`src/rtl/tspc_ram.sv`:
```
// ============================================================================
// tspc_ram - generic single-write, single-read synchronous RAM
// One write port and one read port with a registered read that holds its
// data while the read enable is low.
// ============================================================================
`default_nettype none

module tspc_ram #(
    parameter int WIDTH = 8,
    parameter int DEPTH = 16,
    parameter int AW    = (DEPTH > 1) ? $clog2(DEPTH) : 1
) (
    input  wire logic             aclk,
    input  wire logic             wr_en,
    input  wire logic [AW-1:0]    wr_addr,
    input  wire logic [WIDTH-1:0] wr_data,
    input  wire logic             rd_en,
    input  wire logic [AW-1:0]    rd_addr,
    output logic      [WIDTH-1:0] rd_data
);

    logic [WIDTH-1:0] mem [DEPTH];

    // Write and registered read
    always_ff @(posedge aclk) begin
        if (wr_en) begin
            mem[wr_addr] <= wr_data;
        end
        if (rd_en) begin
            rd_data <= mem[rd_addr];
        end
    end

endmodule

`default_nettype wire

```
`config.mk`:
```
export PLATFORM = sky130hd
export DESIGN_NAME = tspc_ram
export DESIGN_NICKNAME = d
export VERILOG_FILES = /design/src/rtl/tspc_ram.sv
export SDC_FILE = /design/constraint.sdc
export NUM_CORES = 1
export LEC_CHECK = 0
export CAP_MARGIN = 25
export CORE_MARGIN = 2
export CORE_UTILIZATION = 45
export DETAILED_ROUTE_END_ITERATION = 10
export DONT_BUFFER_PORTS = 1
export GPL_TIMING_DRIVEN = 0
export PLACE_DENSITY = 0.64
export SLEW_MARGIN = 10
export SYNTH_ARGS = -nofsm -noshare
export SYNTH_HDL_FRONTEND = slang
export SYNTH_SLANG_ARGS = --single-unit
```
`constraint.sdc`:
```
create_clock -name aclk -period 2.06 [get_ports aclk]
set_input_delay 0.412 -clock aclk [delete_from_list [all_inputs] [get_ports aclk]]
set_output_delay 0.412 -clock aclk [all_outputs]
set_load 0.01 [all_outputs]
```
==> metrics <==
area share of the largest cell type after synthesis=between 70% and 80%; Worst Hold Slack=0.0928 ns; n_diodes=0; DP Wirelength=6060 microns; die width=112 microns; maximum VDD drop=roughly 520 uV; Setup Buffers After CTS=0; sequential area share after synthesis=78.1%; Yosys top cell by area=edfxtp_1; slowest stage cell on the critical path=nor2_1; final hold violations=0; critical path class=input pin to flip-flop; antenna violations before repair=0; Tmin final=1.57 ns; top cells by area, synth=edfxtp_1 (78%), mux4_2 (7.8%), mux4_1 (7.0%); aggregate global-route resource usage=between 10% and 20%; Seq cells post-synth=~140; Critical Path RT=between 2 and 2.5 ns; first drt pass iteration count=4; hold buffers post-CTS=0; first-pass GRT wire length=between 10000 and 15000 microns; largest net degree at the start of global routing=17; final period utilization=approximately three quarters; # port buffers=0; max cap viols=0; WP data arrival=around 1.6 ns; Buf/Inv on CP=0; Pwr Total=approximately 0.0063 W; io pins=27; CP peak stage delay=roughly 0.66 ns; Die ar.=12500 sq um; Residual DRC=0; Worst-Margin Slew=approximately 0.83 ns; vias in the first global route=~2400; clock slew at reported path FFs=0.06 ns; Core Footprint=between 10000 and 15000 sq um; via count=between 2000 and 2500; via-per-instance ratio=between 5 and 6; Root Buffer=clkbuf_16; final core utilization=52.9%; die height=between 100 and 150 microns; Post-CTS Resized=0; TritonCTS Sinks=~140; Max-slew headroom=roughly 44%; CP max FO=8; Slew Limit Fails=0; final setup fails=0; GPL Wtd Cong=0.725; drt total wl=9520 microns; Detailed Route Iter0 Violations=131; worst hold path class=input pin to flip-flop; P_leak=1.95 nW; startpoint types=input pin; layout cells sized above 1=between 20% and 30%; cell area after synthesis=between 5000 and 6000 sq um; pwr/cell area=between 1000 and 1500 nW/um^2; worst skew pair latency=~0.4 ns; Num CTS Buffers=17; FP Rows=39; RSZ-0062 raised after global routing=false; Worst path top cell family by delay=simple AND/OR/NAND/NOR gates; Syn Nets=~250; run status=finished clean; Longest Clk Path Bufs=2; CP Cell Sequence=or3b_2 > nor2_1; Netlist cell types=18; Final TNS setup=0 ns; Max H-tree Level=4; Clock Skew=about 0.0085 ns; Congestion Overflow GR=0; Area growth syn-to-layout=15.1%; Fmax=637 MHz; CTS tree=done; Ys Warns=0; Final ANT Viol Nets=0; Mapped Cells=approximately 230; average instance area after synthesis=approximately 23 sq um; Initial Utilization=46.0%; WL/cell=approximately 23 microns; Final nets=between 200 and 300; Worst setup EP type=flip-flop
[area by class of cell]
| cell class | instances | area [sq um] |
|---|---|---|
| repair buffers | 3 | 20.0 |
| clock buffers | 17 | 425 |
| well taps | 143 | 179 |
| clock inverters | 15 | 160 |
| fillers | 855 | 5350 |
| plain buffers | 10 | 86.3 |
| flip-flops and latches | 136 | 4080 |
| multi-input cells | 83 | 1060 |
[per-layer routing]
layer	GRT usage, %	up-vias	share of wire, %	routed length, microns
met5	0	-	0	0
met4	6.67	0	1.2	111
met3	5.50	8	6.6	628
met2	25.4	80	49	4670
met1	23.5	1178	43	4110
li1	-	1028	-	-
[cell families after synthesis]
group / share of synthesized area, %
simple gates: 3.14
mux: 14.8
buf+inv: 1.65
flops: 78.1
compound gates: 2.30
[registers in the layout, indices dropped and copies added, names as in the netlist]
register / flops
mem: 128
rd_data: 8
[synth_stat cells]
cell / instances
or3b_2: 1
buf_4: 1
buf_2: 3
nor2b_1: 1
nand3_1: 1
mux4_1: 14
edfxtp_1: 136
nand2b_1: 2
nand3b_1: 2
buf_6: 3
nor3_1: 4
and2b_1: 1
nand2_1: 9
a22oi_1: 16
mux4_2: 18
nor2_1: 13
clkdlybuf4s25_2: 3
and2_1: 1
[per-stage QoR]
step | instances | setup WS (ns) | cell area [sq um]
3_3_place_gp | 372 | -0.313 | 5410
6_report | 407 | 0.490 | 6020
5_1_grt | 407 | 0.458 | 6020
3_5_place_dp | 375 | 0.0752 | 5430
2_1_floorplan | 229 | 0.155 | 5230
4_1_cts | 407 | 0.508 | 6020
[final timing paths]
check | from | endpoint | slack [ns] | cells after the start
worst max-delay path | wr_addr[2] | mem[1][1] | 0.49 | 2
worst min-delay path | wr_data[5] | mem[7][5] | 0.09 | 0
worst max register to register | mem[2][7] | rd_data[7] | 0.52 | 3
worst min register to register | mem[8][3] | rd_data[3] | 0.75 | 3
[power by group]
part	total, W	leakage, nW	internal (W)	switching, W
logic	0.000213	0.436	0.000101	0.000112
clock network	0.00297	0.277	0.00188	0.00109
registers	0.00314	1.24	0.00312	0.0000211
[cells in the final DEF, fill, tap and decap left out, types with 3 or more instances in the layout]
cell	n
nand2_1	9
bufinv_16	3
clkinvlp_4	4
mux4_1	14
nor2_1	13
edfxtp_1	136
clkbuf_16	17
clkdlybuf4s25_2	3
buf_6	3
mux4_2	18
clkinv_1	3
clkinv_2	4
nor3_1	3
buf_4	3
a22oi_1	16
buf_2	4
Note: power is estimated with default switching activity, not from simulation.
