$ cat src/rtl/tspc_pkg.sv
// ============================================================================
// tspc_pkg - shared types and constants of the tile and sprite compositor
// Operation codes, store geometry, the sequencer status struct and the
// helpers that address the pattern sheet and pick a pixel nibble.
// ============================================================================
`default_nettype none

package tspc_pkg;

    // Operation codes carried in tuser
    localparam logic [2:0] OP_WRITE_SHEET   = 3'd0;
    localparam logic [2:0] OP_WRITE_NAME    = 3'd1;
    localparam logic [2:0] OP_WRITE_PALETTE = 3'd2;
    localparam logic [2:0] OP_WRITE_SPRITE  = 3'd3;
    localparam logic [2:0] OP_RENDER        = 3'd4;

    // Field widths
    localparam int OP_W     = 3;
    localparam int ADDR_W   = 13;
    localparam int DATA_W   = 24;
    localparam int COORD_W  = 8;
    localparam int COLOR_W  = 8;

    // Store geometry
    localparam int SHEET_DEPTH    = 8192;
    localparam int SHEET_AW       = 13;
    localparam int NAME_COLS      = 32;
    localparam int PALETTE_DEPTH  = 16;
    localparam int PALETTE_AW     = 4;
    localparam int SPRITE_WORD_W  = 24;

    // Parameter defaults
    localparam int SPRITE_COUNT_DEF = 64;
    localparam int SCREEN_ROWS_DEF  = 224;

    // Memory requests and status from the sequencer
    typedef struct packed {
        logic                  name_rd_en;
        logic                  spr_rd_en;
        logic                  pat_rd_en;
        logic [SHEET_AW-1:0]   pat_rd_addr;
        logic                  pal_rd_en;
        logic [PALETTE_AW-1:0] pal_rd_addr;
        logic                  pal_done;
    } ctl_req_t;

    // Sheet byte address of pixel (col,row) of a tile
    function automatic logic [SHEET_AW-1:0] pat_addr(
        input logic [7:0] tile,
        input logic [2:0] col,
        input logic [2:0] row
    );
        pat_addr = {tile[7:5], row, tile[4:0], col[2:1]};
    endfunction

    // Pick the nibble of a sheet byte: high nibble is the even column
    function automatic logic [3:0] pick_nibble(
        input logic [7:0] byte_val,
        input logic       odd
    );
        pick_nibble = odd ? byte_val[3:0] : byte_val[7:4];
    endfunction

endpackage

`default_nettype wire

$ cat src/rtl/tspc_ctrl.sv
// ============================================================================
// tspc_ctrl - render sequencer and pixel pipeline
// Reads the name entry; for a pixel on screen it then reads the background
// pattern and scans the sprite table one entry a cycle with a pattern read per sprite; then it reads the palette.
// ============================================================================
`default_nettype none

module tspc_ctrl #(
    parameter int SPRITE_COUNT = tspc_pkg::SPRITE_COUNT_DEF,
    parameter int SCREEN_ROWS  = tspc_pkg::SCREEN_ROWS_DEF,
    parameter int NAME_AW      = 10,
    parameter int SPR_AW       = 6
) (
    input  wire logic                             aclk,
    input  wire logic                             aresetn,
    input  wire logic                             in_valid,
    input  wire logic [tspc_pkg::OP_W-1:0]        operation,
    input  wire logic [tspc_pkg::COORD_W-1:0]     pixel_x,
    input  wire logic [tspc_pkg::COORD_W-1:0]     pixel_y,
    input  wire logic                             out_free,
    output logic                                  in_ready,
    output logic      [NAME_AW-1:0]               name_rd_addr,
    output logic      [SPR_AW-1:0]                spr_rd_addr,
    input  wire logic [7:0]                       name_rd_data,
    input  wire logic [tspc_pkg::SPRITE_WORD_W-1:0] spr_rd_data,
    input  wire logic [7:0]                       pat_rd_data,
    output tspc_pkg::ctl_req_t                    ctl
);

    localparam int BG_TILE_ROWS = SCREEN_ROWS / 8;

    localparam logic [2:0] ST_IDLE  = 3'd0;
    localparam logic [2:0] ST_NAME  = 3'd1;
    localparam logic [2:0] ST_SPR   = 3'd2;
    localparam logic [2:0] ST_DRAIN = 3'd3;
    localparam logic [2:0] ST_PAL   = 3'd4;

    logic [2:0]        state_reg, state_next;
    logic [SPR_AW-1:0] idx_reg, idx_next;
    logic [7:0]        px_reg, px_next;
    logic [7:0]        py_reg, py_next;
    logic              bg_en_reg, bg_en_next;
    logic [3:0]        colour_reg, colour_next;
    logic              pend_valid_reg, pend_valid_next;
    logic              pend_hit_reg, pend_hit_next;
    logic              pend_odd_reg, pend_odd_next;

    logic       accept_render;
    logic       in_screen;
    logic       bg_rows_ok;
    logic [3:0] nib;
    logic [7:0] dx;
    logic [7:0] dy;
    logic       idx_last;

    assign in_ready      = (state_reg == ST_IDLE);
    assign accept_render = in_valid && in_ready && (operation == tspc_pkg::OP_RENDER);
    assign in_screen     = ({1'b0, pixel_y} < 9'(SCREEN_ROWS));
    assign bg_rows_ok    = ({4'b0, pixel_y[7:3]} < 9'(BG_TILE_ROWS));
    assign nib           = tspc_pkg::pick_nibble(pat_rd_data, pend_odd_reg);
    assign dx            = px_reg - spr_rd_data[7:0];
    assign dy            = py_reg - spr_rd_data[15:8];
    assign idx_last      = (idx_reg == SPR_AW'(SPRITE_COUNT - 1));

    // Name entry under the pixel: row-major, 32 columns
    assign name_rd_addr = NAME_AW'({pixel_y[7:3], pixel_x[7:3]});

    // Sequencer and pixel pipeline
    always_comb begin
        state_next      = state_reg;
        idx_next        = idx_reg;
        px_next         = px_reg;
        py_next         = py_reg;
        bg_en_next      = bg_en_reg;
        pend_valid_next = 1'b0;
        pend_hit_next   = 1'b0;
        pend_odd_next   = 1'b0;
        colour_next     = colour_reg;
        spr_rd_addr     = '0;
        ctl             = '0;

        // Apply the pattern pixel that arrives this cycle; the last opaque hit wins
        if (pend_valid_reg && pend_hit_reg && (nib != 4'd0)) begin
            colour_next = nib;
        end

        case (state_reg)
            ST_IDLE: begin
                if (accept_render) begin
                    px_next         = pixel_x;
                    py_next         = pixel_y;
                    bg_en_next      = bg_rows_ok;
                    colour_next     = 4'd0;
                    ctl.name_rd_en  = 1'b1;
                    state_next      = in_screen ? ST_NAME : ST_DRAIN;
                end
            end
            ST_NAME: begin
                // Background pattern read, first sprite read
                ctl.pat_rd_en   = 1'b1;
                ctl.pat_rd_addr = tspc_pkg::pat_addr(name_rd_data, px_reg[2:0], py_reg[2:0]);
                pend_valid_next = 1'b1;
                pend_hit_next   = bg_en_reg;
                pend_odd_next   = px_reg[0];
                ctl.spr_rd_en   = 1'b1;
                spr_rd_addr     = '0;
                idx_next        = '0;
                state_next      = ST_SPR;
            end
            ST_SPR: begin
                // Test sprite idx_reg, read its pattern, fetch the next sprite
                ctl.pat_rd_en   = 1'b1;
                ctl.pat_rd_addr = tspc_pkg::pat_addr(spr_rd_data[23:16], dx[2:0], dy[2:0]);
                pend_valid_next = 1'b1;
                pend_hit_next   = (dx[7:3] == 5'd0) && (dy[7:3] == 5'd0);
                pend_odd_next   = dx[0];
                ctl.spr_rd_en   = !idx_last;
                spr_rd_addr     = idx_reg + SPR_AW'(1);
                idx_next        = idx_reg + SPR_AW'(1);
                if (idx_last) begin
                    state_next = ST_DRAIN;
                end
            end
            ST_DRAIN: begin
                // Last pixel is applied now; read the palette
                ctl.pal_rd_en   = 1'b1;
                ctl.pal_rd_addr = colour_next;
                state_next      = ST_PAL;
            end
            ST_PAL: begin
                // Hold until the output register is free
                if (out_free) begin
                    ctl.pal_done = 1'b1;
                    state_next   = ST_IDLE;
                end
            end
            default: begin
                state_next = ST_IDLE;
            end
        endcase
    end

    // Control state
    always_ff @(posedge aclk) begin
        if (!aresetn) begin
            state_reg      <= ST_IDLE;
            pend_valid_reg <= 1'b0;
        end else begin
            state_reg      <= state_next;
            pend_valid_reg <= pend_valid_next;
        end
    end

    // Payload state
    always_ff @(posedge aclk) begin
        idx_reg      <= idx_next;
        px_reg       <= px_next;
        py_reg       <= py_next;
        bg_en_reg    <= bg_en_next;
        colour_reg   <= colour_next;
        pend_hit_reg <= pend_hit_next;
        pend_odd_reg <= pend_odd_next;
    end

endmodule

`default_nettype wire

$ cat config.mk
export PLATFORM = sky130hd
export DESIGN_NAME = tspc_ctrl
export DESIGN_NICKNAME = d
export VERILOG_FILES = /design/src/rtl/tspc_pkg.sv /design/src/rtl/tspc_ctrl.sv
export SDC_FILE = /design/constraint.sdc
export NUM_CORES = 1
export LEC_CHECK = 0
export ABC_CLOCK_PERIOD_IN_PS = 3350
export BUFFER_PORTS_ARGS = -buffer_cell sky130_fd_sc_hd__buf_2
export CELL_PAD_IN_SITES_DETAIL_PLACEMENT = 1
export CELL_PAD_IN_SITES_GLOBAL_PLACEMENT = 2
export CORE_UTILIZATION = 28
export CTS_BUF_LIST = sky130_fd_sc_hd__clkbuf_4 sky130_fd_sc_hd__clkbuf_8
export CTS_CLUSTER_SIZE = 28
export DETAILED_ROUTE_END_ITERATION = 6
export MAX_ROUTING_LAYER = met4
export PLACE_DENSITY = 0.94
export SLEW_MARGIN = 40
export SYNTH_ARGS = -nofsm -noshare
export SYNTH_HDL_FRONTEND = slang
export SYNTH_SLANG_ARGS = --single-unit
$ cat constraint.sdc
create_clock -name aclk -period 3.35 [get_ports aclk]
set_input_delay 0 -clock aclk [delete_from_list [all_inputs] [get_ports aclk]]
set_output_delay 0 -clock aclk [all_outputs]
set_load 0.1 [all_outputs]
==> summary.txt <==
Critical path
  • Startpoint Class: flop
  • Critical path's top delay family: simple AND/OR/NAND/NOR gates
  • WP data arrival: 2680 ps
  • Critical-path top delay cell: or4_1
  • Critical Path Fanout Max: 3
  • R2r endpoint: pend_hit_reg$_DFF_P_
  • Crit. End Element: flop
  • CP Buf/Inv Count: 1
  • Reg2Reg Depth: 9
  • Reg-to-reg slack, setup: roughly 900 ps
  • Critical path type: flop to flop
  • Worst r2r src: py_reg[0]$_DFFE_PP_
  • Crit-path max cell delay: 540 ps
  • Critical path, cell by cell: inv_1, ha_1, fa_1, nor2b_1, o31a_1, nor4_1, or4_1, a2111oi_2, a22o_1
  • CP required: 3580 ps

Logic synthesis
  • Area leader, netlist: edfxtp_1
  • Synth async-reset ratio: 0%
  • Seq cells post-synth: 33
  • Post-synth EDFFs: 23
  • Synth top area share: 31.1%
  • Syn Std Cell Area: 0.00222 mm²
  • Sequential-to-total area share from yosys stat: 40.1%
  • Top post-synthesis cells by area: edfxtp_1 31%, dfxtp_1 9.0%, ha_1 8.5%, buf_4 4.1%, a22o_1 3.5%
  • Warnings from Yosys: 0
  • Mapped Avg Cell Area: 9.70 µm²
  • Count of different cell masters after synthesis: 44
  • Syn_nets: 309
  • Primary FF master, synth: edfxtp_1
  • Post-Syn Instances: 229

Place
  • Routability Congestion: between 0.8 and 0.9
  • I/O Buffers: 101
  • Detail Placement HPWL: 4740 µm

Global route
  • Vias in the first global route: 2240
  • GRT overflow: 0
  • Global-route wire length before repair: between 9000 and 10000 µm
  • Initial antenna violation count: 0
  • Pin count of the biggest net entering global routing: 23
  • GRT Overall Usage: 15.5%

Power
  • Leak: between 1 and 1.5 nW
  • PwrDens: 516 mW/mm²
  • Overall Power: 1.57 mW
  • VDD IR max: ~0.21 mV

Timing
  • Max Slew Vio Count: 0
  • Worst slew pin tran: 613 ps
  • Setup_tns: 0 ps
  • Fin crit period: 2450 ps
  • Fin crit share: 73.1%
  • FMAX: between 400 and 500 MHz
  • RSZ-0062 raised after global routing: false
  • Clk_skew: 5.74 ps
  • Final setup viols: 0
  • Slew margin rel.: 59.2%
  • Final hold viol count: 0

Min path
  • Hold Path End: colour_reg[2]$_DFF_P_
  • Worst hold start: pat_rd_data[6]
  • Hold path depth: 5
  • Worst min-delay path class: input port to flop

Floorplanning
  • Chip height: just over 90 µm
  • Die W: 91.1 µm
  • Starting Density: between 20% and 30%
  • Core Area: 0.00769 mm²
  • Row count: 32
  • DIE AREA: 0.00829 mm²
  • I/O pin count: 102

Cells and area
  • P&R area growth vs syn: 37.2%
  • Commonest cells after routing, fill and taps aside: 101 x buf_2, 23 x edfxtp_1, 20 x inv_1, 20 x nor2_1, 18 x dlygate4sd3_1
  • Antenna cells: 0
  • Post-layout net count: 420
  • Share of layout cells above drive strength 1: 34.3%
  • Commonest non-fill, non-tap cell in the layout: buf_2

Clock network
  • Clock sinks: 33
  • Num CTS Buffers: 5
  • Post-CTS Resized: 0
  • Root Buffer: clkbuf_8
  • Clock Pin Slew Worst Setup and Hold Paths: approximately 70 ps
  • CTS tree: done
  • H-tree Lvls: 2
  • Hold_buf cts: 18
  • Setup Buffers After CTS: 0
  • Worst skew pair latency: 280 ps
  • CTS Buffer Depth: 2

Detailed routing
  • Post-DR wirelength/cell: around 14 µm
  • ANT nets after route: 0
  • 1st-pass router iterations: 4
  • DRC Markers: 0
  • Vias/cell: 4.69
  • Via count: 2079
  • DRT iter0 DRCs: 36
  • Final wirelength: 6230 µm

Outcome
  • Status: finished clean

Job
  • Max-cap violations: 0
[synth_stat cells, types with 3 or more instances]
cell / instances
buf_4: 12
clkbuf_1: 4
xnor2_1: 3
nand2b_1: 4
dfxtp_1: 10
or3_1: 3
xor2_1: 6
a22o_1: 9
a21oi_1: 9
nor2b_1: 4
nor2_1: 20
mux2i_1: 5
o21ai_0: 11
nand3b_1: 3
edfxtp_1: 23
ha_1: 15
nand2_1: 14
inv_1: 20
nor3b_1: 6
nor3_1: 4
nand3_1: 7
o21ai_1: 5
[where the power goes]
| part | internal [mW] | switching (mW) |
|---|---|---|
| clock | 0.163 | 0.150 |
| sequential | 0.485 | 0.0335 |
| combinational | 0.176 | 0.563 |
| total | 0.824 | 0.747 |
[logic make-up (layout without fill, tap and decap cells)]
kind of cell / after synthesis / in the layout / share of synthesized area [%]
mux: 5 / 5 / 2.25
fa+ha+maj: 17 / 17 / 10.3
simple gates: 76 / 76 / 18.2
buf+inv: 38 / 150 / 8.84
xor+xnor: 9 / 9 / 3.55
flops: 33 / 33 / 40.1
compound gates: 51 / 51 / 16.8
[per-layer routing]
layer | wire (µm) | GRT usage [%] | vias up
met5 | 0 | - | -
met4 | 72 | 4.10 | 0
met3 | 331 | 3.10 | 8
met2 | 3040 | 28.2 | 73
met1 | 2780 | 17.3 | 966
li1 | - | - | 1032
[cell type report]
cell class	count	area [µm²]
fill	925	4640
multi-input combinational	158	1150
sequential	33	891
timing repair buffer	122	708
tap	102	128
clock buffer	6	82.6
inverter	20	75.1
clock inverter	2	8.76
[worst reg2reg max path, stage by stage (launching register included)]
cell and delay (ps):
edfxtp_1 370, inv_1 50, ha_1 200, fa_1 410
nor2b_1 160, o31a_1 170, nor4_1 50, or4_1 540
a2111oi_2 290, a22o_1 160
[metrics by stage]
stage	hold WS, ps	setup WS [ps]	instances	utilization (%)	cell area, µm²
2_1_floorplan	98.9	155	229	-	2240
3_3_place_gp	181	975	417	36.1	2780
3_5_place_dp	180	893	417	36.1	2780
4_1_cts	102	883	443	39.6	3050
5_1_grt	158	720	443	39.6	3050
6_report	106	901	443	39.6	3050
[worst max path at each step]
stage,startpoint,to,depth (start not counted)
after floorplan,py_reg[0]$_DFFE_PP_,ctl[15],5
after global placement,px_reg[0]$_DFFE_PP_,pend_hit_reg$_DFF_P_,9
after detailed placement,py_reg[0]$_DFFE_PP_,pend_hit_reg$_DFF_P_,9
after CTS,py_reg[0]$_DFFE_PP_,pend_hit_reg$_DFF_P_,9
after global routing,px_reg[0]$_DFFE_PP_,pend_hit_reg$_DFF_P_,9
final,py_reg[0]$_DFFE_PP_,pend_hit_reg$_DFF_P_,9
(Power assumes the default switching activity.)
